### config.mk
export PLATFORM = sky130hd
export DESIGN_NAME = bresenham_line_rasterizer
export DESIGN_NICKNAME = d
export VERILOG_FILES = /design/src/design/brl_pkg.sv /design/src/design/brl_dstep.sv /design/src/design/bresenham_line_rasterizer.sv
export SDC_FILE = /design/constraint.sdc
export NUM_CORES = 1
export LEC_CHECK = 0
export ABC_AREA = 1
export BUFFER_PORTS_ARGS = -buffer_cell sky130_fd_sc_hd__buf_2
export CELL_PAD_IN_SITES_DETAIL_PLACEMENT = 1
export CELL_PAD_IN_SITES_GLOBAL_PLACEMENT = 2
export CORE_ASPECT_RATIO = 1.1
export CORE_MARGIN = 3
export CORE_UTILIZATION = 34
export CTS_BUF_LIST = sky130_fd_sc_hd__clkbuf_4 sky130_fd_sc_hd__clkbuf_8
export DETAILED_ROUTE_END_ITERATION = 7
export MAX_ROUTING_LAYER = met4
export PLACE_DENSITY = 0.77
export SYNTH_ARGS = -nofsm -noshare
export SYNTH_HDL_FRONTEND = slang
export SYNTH_SLANG_ARGS = --single-unit
### constraint.sdc
create_clock -name clk -period 5.28 [get_ports clk]
set_input_delay 0.528 -clock clk [delete_from_list [all_inputs] [get_ports clk]]
set_output_delay 0.528 -clock clk [all_outputs]
set_load 0.02 [all_outputs]
### src/design/brl_pkg.sv
// Shared types and constants for the Bresenham line rasteriser.
// Depends on nothing; used by brl_dstep, bresenham_line_rasterizer and the bench.
package brl_pkg;

    // Coordinate, colour and index widths fixed by the pixel format.
    localparam int COORD_W = 6;
    localparam int COLOR_W = 8;
    localparam int DIM_W   = 7;
    localparam int INDEX_W = 12;
    // Decision variable and its increments stay within -126..126.
    localparam int D_W     = 9;
    localparam int CFG_IDX_W = 2;

    // Configuration register indexes.
    localparam logic [CFG_IDX_W-1:0] REG_TARGET_WIDTH  = 2'd0;
    localparam logic [CFG_IDX_W-1:0] REG_TARGET_HEIGHT = 2'd1;

    typedef enum logic [3:0] {
        ST_IDLE  = 4'b0001,
        ST_ORDER = 4'b0010,
        ST_PREP  = 4'b0100,
        ST_RUN   = 4'b1000
    } state_t;

    // Increments applied to the decision variable, chosen per step.
    typedef struct packed {
        logic signed [D_W-1:0] inc_move;
        logic signed [D_W-1:0] inc_stay;
    } dstep_inc_t;

endpackage

### src/design/brl_dstep.sv
// Decision-variable step unit: one compare and one add per major-axis step.
// Depends on brl_pkg for widths and the increment struct.
module brl_dstep
(
    input  logic signed [brl_pkg::D_W-1:0] d,
    input  brl_pkg::dstep_inc_t            inc,
    output logic signed [brl_pkg::D_W-1:0] d_next,
    output logic                           move
);

    always_comb
    begin
        move   = (d > $signed(brl_pkg::D_W'(0)));
        d_next = d + (move ? inc.inc_move : inc.inc_stay);
    end

endmodule

### src/design/bresenham_line_rasterizer.sv
// Top level of the Bresenham line rasteriser: sequencer, set-up and pixel output.
// Depends on brl_pkg and brl_dstep.
//
//  channel    | handshake                   | payload
//  -----------+-----------------------------+----------------------------------------
//  request    | start, busy                 | start_x/y, end_x/y, red/green/blue/alpha_in
//  result     | pixel_valid (strobe)        | pixel_x/y, pixel_index, visible, colour, last_pixel
//  config     | cfg_valid, cfg_ready        | cfg_index, cfg_data
//
// A request is taken when start is high and busy is low. The set-up states ORDER and PREP
// follow, then one pixel per cycle along the major axis in RUN. The result strobe is
// registered from each step and rises in the cycle after it.
// Reset clears the sequencer and sets both target dimensions to 64.
// The receiver cannot stall; the configuration port is always ready.
module bresenham_line_rasterizer
#(
    parameter int TILE_SIZE = 64
)
(
    input  logic                               clk,
    input  logic                               rst_n,
    input  logic                               start,
    output logic                               busy,
    input  logic [brl_pkg::COORD_W-1:0]        start_x,
    input  logic [brl_pkg::COORD_W-1:0]        start_y,
    input  logic [brl_pkg::COORD_W-1:0]        end_x,
    input  logic [brl_pkg::COORD_W-1:0]        end_y,
    input  logic [brl_pkg::COLOR_W-1:0]        red_in,
    input  logic [brl_pkg::COLOR_W-1:0]        green_in,
    input  logic [brl_pkg::COLOR_W-1:0]        blue_in,
    input  logic [brl_pkg::COLOR_W-1:0]        alpha_in,
    input  logic                               cfg_valid,
    output logic                               cfg_ready,
    input  logic [brl_pkg::CFG_IDX_W-1:0]      cfg_index,
    input  logic [brl_pkg::DIM_W-1:0]          cfg_data,
    output logic                               pixel_valid,
    output logic [brl_pkg::COORD_W-1:0]        pixel_x,
    output logic [brl_pkg::COORD_W-1:0]        pixel_y,
    output logic [brl_pkg::INDEX_W-1:0]        pixel_index,
    output logic                               visible,
    output logic [brl_pkg::COLOR_W-1:0]        red_out,
    output logic [brl_pkg::COLOR_W-1:0]        green_out,
    output logic [brl_pkg::COLOR_W-1:0]        blue_out,
    output logic [brl_pkg::COLOR_W-1:0]        alpha_out,
    output logic                               last_pixel
);

    localparam int CW = brl_pkg::COORD_W;
    localparam int DW = brl_pkg::D_W;
    localparam logic [CW:0]   TILE_LIMIT = (CW+1)'(TILE_SIZE);
    localparam logic [CW-1:0] TILE_MAX   = CW'(TILE_SIZE - 1);

    brl_pkg::state_t state_reg, state_next;

    logic [brl_pkg::DIM_W-1:0] width_reg, height_reg;

    // Captured request
    logic [CW-1:0] x0_reg, y0_reg, x1_reg, y1_reg;
    logic [brl_pkg::COLOR_W-1:0] red_reg, green_reg, blue_reg, alpha_reg;

    // Ordered major/minor endpoints
    logic          steep_reg;
    logic [CW-1:0] maj0_reg, maj1_reg, min0_reg, min1_reg;

    // Stepping state
    logic [CW-1:0]         maj_reg, mn_reg;
    logic                  step_neg_reg;
    logic signed [DW-1:0]  d_reg;
    brl_pkg::dstep_inc_t   inc_reg;

    // Output registers
    logic                          pixel_valid_reg;
    logic [CW-1:0]                 pixel_x_reg, pixel_y_reg;
    logic [brl_pkg::INDEX_W-1:0]   pixel_index_reg;
    logic                          visible_reg, last_reg;

    logic accept;
    assign accept    = start && (state_reg == brl_pkg::ST_IDLE);
    assign busy      = (state_reg != brl_pkg::ST_IDLE);
    assign cfg_ready = 1'b1;

    function automatic logic [CW-1:0] clamp_coord(input logic [CW-1:0] v);
        logic [CW-1:0] r;
        r = ({1'b0, v} >= TILE_LIMIT) ? TILE_MAX : v;
        return r;
    endfunction

    // Ordering stage
    logic signed [CW:0] dx_s, dy_s;
    logic [CW:0]        adx, ady;
    logic               steep_c;
    logic [CW-1:0]      a0, a1, b0, b1;
    logic               swap_c;

    always_comb
    begin
        dx_s    = $signed({1'b0, x1_reg}) - $signed({1'b0, x0_reg});
        dy_s    = $signed({1'b0, y1_reg}) - $signed({1'b0, y0_reg});
        adx     = dx_s[CW] ? (CW+1)'(-dx_s) : (CW+1)'(dx_s);
        ady     = dy_s[CW] ? (CW+1)'(-dy_s) : (CW+1)'(dy_s);
        steep_c = (ady >= adx);
        a0      = steep_c ? y0_reg : x0_reg;
        b0      = steep_c ? x0_reg : y0_reg;
        a1      = steep_c ? y1_reg : x1_reg;
        b1      = steep_c ? x1_reg : y1_reg;
        swap_c  = (a1 < a0);
    end

    // Preparation stage: deltas, initial decision value and increments
    logic [CW-1:0]        dmaj;
    logic signed [CW:0]   dmin_s;
    logic [CW-1:0]        dmin;
    logic signed [DW-1:0] d_init;
    brl_pkg::dstep_inc_t  inc_c;

    always_comb
    begin
        dmaj   = maj1_reg - maj0_reg;
        dmin_s = $signed({1'b0, min1_reg}) - $signed({1'b0, min0_reg});
        dmin   = dmin_s[CW] ? CW'(-dmin_s) : CW'(dmin_s);
        d_init = $signed({2'b00, dmin, 1'b0}) - $signed({3'b000, dmaj});
        inc_c.inc_move = $signed({2'b00, dmin, 1'b0}) - $signed({2'b00, dmaj, 1'b0});
        inc_c.inc_stay = $signed({2'b00, dmin, 1'b0});
    end

    // Shared decision step
    logic signed [DW-1:0] d_step;
    logic                 move;

    brl_dstep u_dstep
    (
        .d      (d_reg),
        .inc    (inc_reg),
        .d_next (d_step),
        .move   (move)
    );

    // Pixel of the current step
    logic [CW-1:0]               px, py;
    logic [2*CW:0]               prod;
    logic [brl_pkg::INDEX_W-1:0] idx;
    logic                        vis, at_end;

    always_comb
    begin
        px     = steep_reg ? mn_reg : maj_reg;
        py     = steep_reg ? maj_reg : mn_reg;
        prod   = (2*CW+1)'(py) * (2*CW+1)'(width_reg);
        idx    = brl_pkg::INDEX_W'(prod + (2*CW+1)'(px));
        vis    = ({1'b0, px} < width_reg) && ({1'b0, py} < height_reg);
        at_end = (maj_reg == maj1_reg);
    end

    always_comb
    begin
        state_next = state_reg;
        case (state_reg)
            brl_pkg::ST_IDLE:  if (start) state_next = brl_pkg::ST_ORDER;
            brl_pkg::ST_ORDER: state_next = brl_pkg::ST_PREP;
            brl_pkg::ST_PREP:  state_next = brl_pkg::ST_RUN;
            brl_pkg::ST_RUN:   if (at_end) state_next = brl_pkg::ST_IDLE;
            default:           state_next = brl_pkg::ST_IDLE;
        endcase
    end

    always_ff @(posedge clk or negedge rst_n)
    begin
        if (!rst_n)
        begin
            state_reg       <= brl_pkg::ST_IDLE;
            width_reg       <= 7'd64;
            height_reg      <= 7'd64;
            pixel_valid_reg <= 1'b0;
        end
        else
        begin
            state_reg       <= state_next;
            pixel_valid_reg <= (state_reg == brl_pkg::ST_RUN);
            if (cfg_valid && cfg_ready)
            begin
                if (cfg_index == brl_pkg::REG_TARGET_WIDTH)
                    width_reg <= cfg_data;
                else if (cfg_index == brl_pkg::REG_TARGET_HEIGHT)
                    height_reg <= cfg_data;
            end
        end
    end

    always_ff @(posedge clk)
    begin
        if (accept)
        begin
            x0_reg    <= clamp_coord(start_x);
            y0_reg    <= clamp_coord(start_y);
            x1_reg    <= clamp_coord(end_x);
            y1_reg    <= clamp_coord(end_y);
            red_reg   <= red_in;
            green_reg <= green_in;
            blue_reg  <= blue_in;
            alpha_reg <= alpha_in;
        end

        if (state_reg == brl_pkg::ST_ORDER)
        begin
            steep_reg <= steep_c;
            maj0_reg  <= swap_c ? a1 : a0;
            min0_reg  <= swap_c ? b1 : b0;
            maj1_reg  <= swap_c ? a0 : a1;
            min1_reg  <= swap_c ? b0 : b1;
        end

        if (state_reg == brl_pkg::ST_PREP)
        begin
            maj_reg      <= maj0_reg;
            mn_reg       <= min0_reg;
            step_neg_reg <= dmin_s[CW];
            d_reg        <= d_init;
            inc_reg      <= inc_c;
        end

        if (state_reg == brl_pkg::ST_RUN)
        begin
            maj_reg <= maj_reg + CW'(1);
            d_reg   <= d_step;
            if (move)
                mn_reg <= step_neg_reg ? mn_reg - CW'(1) : mn_reg + CW'(1);

            pixel_x_reg     <= px;
            pixel_y_reg     <= py;
            pixel_index_reg <= idx;
            visible_reg     <= vis;
            last_reg        <= at_end;
        end
    end

    assign pixel_valid = pixel_valid_reg;
    assign pixel_x     = pixel_x_reg;
    assign pixel_y     = pixel_y_reg;
    assign pixel_index = pixel_index_reg;
    assign visible     = visible_reg;
    assign last_pixel  = last_reg;
    assign red_out     = red_reg;
    assign green_out   = green_reg;
    assign blue_out    = blue_reg;
    assign alpha_out   = alpha_reg;

`ifndef SYNTHESIS
    // Every result comes from a stepping cycle.
    a_strobe_from_run: assert property (@(posedge clk) disable iff (!rst_n)
        pixel_valid |-> $past(state_reg == brl_pkg::ST_RUN))
        else $error("result strobe without a stepping cycle");

    // The final pixel leaves the sequencer idle.
    a_last_idle: assert property (@(posedge clk) disable iff (!rst_n)
        pixel_valid && last_pixel |-> !busy)
        else $error("sequencer still busy after the final pixel");

    // A pixel that is not the last is followed at once by another.
    a_more_follows: assert property (@(posedge clk) disable iff (!rst_n)
        pixel_valid && !last_pixel |=> pixel_valid)
        else $error("segment ended without a final pixel");

    // An accepted request occupies the block for the set-up cycles.
    a_accept_busy: assert property (@(posedge clk) disable iff (!rst_n)
        start && !busy |=> busy ##1 busy)
        else $error("request accepted without set-up");
`endif

endmodule

**After elaboration in Yosys (flattened, before gate mapping)**

Cells that the tools add are included.

- Order comparisons: 5
- Reduce and logical (&&, ||, !) cells: 7
- Multiplexer cells: 25
- Bitwise operators: 1
- Eq/ne operators: 9
- $mul: 1
- Add/sub/neg operators: 14

Operators with widths:

| operator | number |
|---|---|
| $mux W6 | 17 |
| $mux W9 | 3 |
| $sub A6 B6 Y7 | 3 |
| $pmux W4 S4 | 1 |
| $lt A6 B7 Y1 | 2 |
| $mux W7 | 2 |
| $neg A7 Y7 | 2 |
| $add A12 B6 Y12 | 1 |
| $add A6 B1 Y6 const B | 2 |
| $mul A6 B7 Y12 | 1 |
| $add A9 B9 Y9 | 1 |
| $gt A9 B1 Y1 const B | 1 |
| $mux W4 | 2 |
| $sub A7 B6 Y8 | 1 |
| $sub A7 B7 Y8 | 1 |
| $ge A7 B7 Y1 | 1 |
| $eq A6 B6 Y1 | 1 |
| $lt A6 B6 Y1 | 1 |
| $neg A6 Y6 | 1 |
| $sub A6 B1 Y6 const B | 1 |
| $sub A6 B6 Y6 | 1 |
| $eq A4 B1 Y1 const B | 1 |
| $eq A4 B2 Y1 const B | 1 |
| $eq A4 B3 Y1 const B | 1 |
| 10 further kinds | 13 |

- Bits of input ports: 69
- Output and inout bits: 61
- Bits in registers: 163
- Word-level logic and storage cells: 90

**Logic depth before layout (Yosys ltp)**

- Word-level depth: 7
- Mapped depth: 30
- Mapped depth without buffers: 28

**Cells and area by module**

Synthesis repeated with hierarchy kept, for this count alone.

- Cells, all modules: 1144
- Area total of the unflattened synthesis: 10566.4 sq um

Modules (own cells, without submodules):

| module | area an instance (sq um) | cells an instance | instances | seq. area each (sq um) |
|---|---|---|---|---|
| bresenham_line_rasterizer | 9990.8 | 1036 | 1 | 4683.2 |
| brl_dstep | 575.6 | 108 | 1 | 0.0 |

**Least setup slack after synthesis**

Ideal clock, no wire load.

- Kind: reg-to-reg
- From: reg state_reg[0]
- To: reg alpha_reg, in the netlist alpha_out[0] (enable)
- Path buffers: 0
- Required time: 4.741 ns
- Cell stages (with the launch flop): 7
- Slack: -0.155 ns
- Arrival: 4.896 ns
- Setup time: 0.539 ns
- Clock period less this slack: 5.435 ns
- Cell sequence: dfstp_2 nor2_1 nand3_1 inv_1 o21ai_0 inv_1 nor3_1

- Word-level cells in the longest chain between the ends: 2

RTL lines:

| what | RTL line | text |
|---|---|---|
| start: declaration | bresenham_line_rasterizer.sv:53 | `brl_pkg::state_t state_reg, state_next;` |
| start signal: assignment | bresenham_line_rasterizer.sv:170 | `state_reg <= brl_pkg::ST_IDLE;` |
| start signal: assignment | bresenham_line_rasterizer.sv:177 | `state_reg <= state_next;` |
| $eq A4 B1 Y1 | bresenham_line_rasterizer.sv:78 | `assign accept = start && (state_reg == brl_pkg::ST_IDLE);` |
| $logic_and A1 B1 Y1 | bresenham_line_rasterizer.sv:78 |  |
| net accept | bresenham_line_rasterizer.sv:77 | `logic accept;` |
| end signal: assignment | bresenham_line_rasterizer.sv:200 | `alpha_reg <= alpha_in;` |
| end: declaration | bresenham_line_rasterizer.sv:59 | `logic [brl_pkg::COLOR_W-1:0] red_reg, green_reg, blue_reg, alpha_reg;` |

The timed path passes the listed nets, and every way through them passes these cells.
A chain may end at the register's enable or synchronous reset.

**Final worst setup path**

- From: reg x0_reg[0]
- To: reg maj1_reg[4] (data pin)

- Word-level cells in the longest chain between the ends: 7
- Elaborated cells on any way between the ends: 8
- Classes of those cells: 2 x add/sub; 2 x order compare; 4 x mux

RTL lines:

| what | RTL line | text |
|---|---|---|
| start: declaration | bresenham_line_rasterizer.sv:58 | `logic [CW-1:0] x0_reg, y0_reg, x1_reg, y1_reg;` |
| start signal: assignment | bresenham_line_rasterizer.sv:193 | `x0_reg <= clamp_coord(start_x);` |
| $sub A6 B6 Y7 | bresenham_line_rasterizer.sv:97 | `dx_s = $signed({1'b0, x1_reg}) - $signed({1'b0, x0_reg});` |
| $neg A7 Y7 | bresenham_line_rasterizer.sv:99 | `adx = dx_s[CW] ? (CW+1)'(-dx_s) : (CW+1)'(dx_s);` |
| $mux W7 | bresenham_line_rasterizer.sv:99 |  |
| $ge A7 B7 Y1 | bresenham_line_rasterizer.sv:101 | `steep_c = (ady >= adx);` |
| $mux W6, on equally long branches | bresenham_line_rasterizer.sv:104, bresenham_line_rasterizer.sv:102 |  |
| $lt A6 B6 Y1 | bresenham_line_rasterizer.sv:106 | `swap_c = (a1 < a0);` |
| $mux W6 (*) | bresenham_line_rasterizer.sv:208 | `maj1_reg <= swap_c ? a0 : a1;` |
| end signal: assignment | bresenham_line_rasterizer.sv:208 |  |
| end: declaration | bresenham_line_rasterizer.sv:63 | `logic [CW-1:0] maj0_reg, maj1_reg, min0_reg, min1_reg;` |

Every way passes the cells marked *; elsewhere a longest branch is shown, timed or not.

==> impl_metrics.toml <==
[cts]
clk_pin_slew_ps = 110
htreeDepth = 4
cts-buffers-inserted = 17
clock-root-buffer = "clkbuf_8"
cts_tree = "built"
clk_latency_ps = 480
cts_sinks = 161
clk_path_buf_depth = 2

[synthesis]
synth_ff_type = "edfxtp_1"
synth.most_common_cell = "nand2_1"
async_flop_share = 0.118
synth_edf_count = 136
synth_area_leader_cell = "edfxtp_1"
synth-seq-cells = 161
syn-num-nets = 1308
syn_inst = 1107
synth_area_leaders = "edfxtp_1 39%, ha_1 12%, nand2_1 9.4%"
ys_seq_area_frac = 0.452
ys_top_cells_by_count = "260 x nand2_1, 176 x inv_1, 136 x edfxtp_1"
netlist_area_um2 = 10400
syn_area_per_cell_um2 = 9.36
synth_top_area_share = 0.394
ys_warn_count = 0
synth_cell_types = 46

[timing]
period_share = 0.923
worst_pin_slew_ps = 716
fin_skew_ps = 17.6
slew_headroom = 0.522
tns_ps = 0
post-route-min-period_ps = 4870
worst_slack_ps = 406
fmax_ghz = 0.205
drv_slew = 0
rsz0062_at_grt = "no"
finalHoldViolCount = 0
setup_viol = 0

[routing]
drt_iter0_markers = 299
drtPass1Iterations = 4
wl_per_cell_um = 15.0
postRouteAntennaNets = 0
vias = 7755
viasPerCell = 4.62
drt-total-wl_um = 25100
drcViolationCount = 0

[finish]
syn2layout_area_growth_pct = 15.9
multi_input_area_um2 = 4940
drive_above_1_share = 0.158
regArea_um2 = 4680
final_nets = 1457
largest_register_ffs = 13
fin_area_um2 = 12000
fillCellCount = 3481
diodes = 0
fin_cells = 1677

[worst_setup_path]
path_buf_inv = 4
critPathTopFamily = "adder cells"
cp.arrival_ps = 5100
r2r_cells = 25
cp_common_cell = "nand2_1"
cp-start-kind = "flip-flop"
required_ps = 5500
end_kind = "flip-flop"
max_stage_delay_ps = 440
rr_endpoint = "maj1_reg[4]"
slowest_stage = "edfxtp_1"
r2r_setup_slack_ps = 410
cp_max_fo = 29
r2r-start = "x0_reg[0]"
critPathKind = "reg -> reg"

[run_status]
outcome = "finished, final reports clean"

[placed_design]
place_ws_ps = 177
io_buffers = 128
dpl.hpwl_um = 20400
gp_congestion = 0.850
placed_cells = 1641
dpl_cell_area_um2 = 11500

[floorplanning]
die_x_um = 172
rows = 66
start_util = 0.347
fp.coreArea_um2 = 29800
dieArea_um2 = 32600
die_h_um = 189
ios = 130

[hold_path]
holdPathStages = 1
hold_path.class = "in -> reg"
hold_path.startpoint = "blue_in[2]"
holdPathEnd = "blue_out[2]"

[grt]
antenna_found_initial = 0
met3_usage = 0.0251
grt_pass1_wl_um = 41300
grt_usage = 0.164
grt_use_met2 = 0.287
grt-ovfl-total = 0
gr-usage-met1 = 0.200
grt_max_degree = 57
grt_pass1_vias = 8157
busiest_layer = "met2"

[run]
drv_cap = 0
-- stage by stage --
| stage | util | hold WS (ps) |
|---|---|---|
| final | 0.403 | 215 |
| after floorplan | - | 232 |
| after CTS | 0.402 | 177 |
| after global placement | 0.387 | 472 |
| after global routing | 0.403 | 164 |
| after detailed placement | 0.387 | 480 |
-- cells in the final DEF, fill, tap and decap left out, types with 2 or more instances in the layout --
master / count
dfstp_2: 3
dfrtp_1: 16
xnor2_1: 21
nor3_1: 5
or2_2: 5
xor2_1: 34
nand3_1: 51
dfxtp_1: 6
o21ai_1: 4
ha_1: 101
inv_8: 3
inv_1: 176
o2111ai_1: 2
fa_1: 31
a21oi_1: 54
a21oi_2: 2
buf_2: 128
nand2_4: 2
o21bai_1: 2
o21ai_0: 81
inv_6: 4
buf_4: 17
clkinv_4: 2
edfxtp_1: 136
nand2_1: 260
nand3b_1: 4
clkbuf_8: 17
nand4_1: 9
nor2_1: 63
o22ai_1: 2
clkinv_8: 5
-- repair_timing --
item                       in CTS  in global routing
resized for setup               0                  5
buffers inserted                0                  3
setup endpoints to repair       0                 25
hold buffers                    1                  0
hold endpoints to repair       16                  0
-- worst register-to-register path, delay by kind of cell, from the launching register on --
| kind | cells | cell delay (ps) |
|---|---|---|
| adders and majority gates | 4 | 1280 |
| DFF | 1 | 440 |
| and+or+nand+nor | 10 | 1170 |
| xor gates and xnor gates | 2 | 450 |
| AOI/OAI and AO/OA | 5 | 820 |
| buffers and inverters | 4 | 480 |
-- layer usage --
metal / share of wire / vias up
met5: 0 / -
met1: 0.45 / 3692
met4: 0.013 / 0
met3: 0.021 / 24
met2: 0.51 / 87
li1: - / 3952
-- layout make-up --
class | count | area share
clock buffer | 17 | 0.0195
clock inverter | 15 | 0.0153
inverter | 177 | 0.0554
multi-input combinational | 752 | 0.412
sequential | 161 | 0.390
tap | 408 | 0.0425
timing repair buffer | 147 | 0.0655
-- worst max-delay path by stage --
stage,slack (ps),depth (start not counted),endpoint,startpoint
4_1_cts,170,14,pixel_index[9],steep_reg
5_1_grt,20,26,maj1_reg[4],x0_reg[0]
3_3_place_gp,320,22,maj1_reg[4],y0_reg[0]
3_5_place_dp,180,14,pixel_index[9],steep_reg
6_report,410,25,maj1_reg[4],x0_reg[0]
2_1_floorplan,800,24,min0_reg[0],y0_reg[0]
-- cells by family after synthesis --
kind of cell             after synthesis  synth area share
flip-flops                           161             0.452
multiplexers                           1           0.00109
other                                  1          0.000362
buffers and inverters                194            0.0730
adder cells (fa/ha/maj)              132             0.182
XOR/XNOR                              55            0.0465
AO/OA/AOI/OAI                        155            0.0801
AND/OR/NAND/NOR                      408             0.165
Power is not shown: default switching activity piles up to over one toggle a cycle in this logic, so the estimate is an artifact.
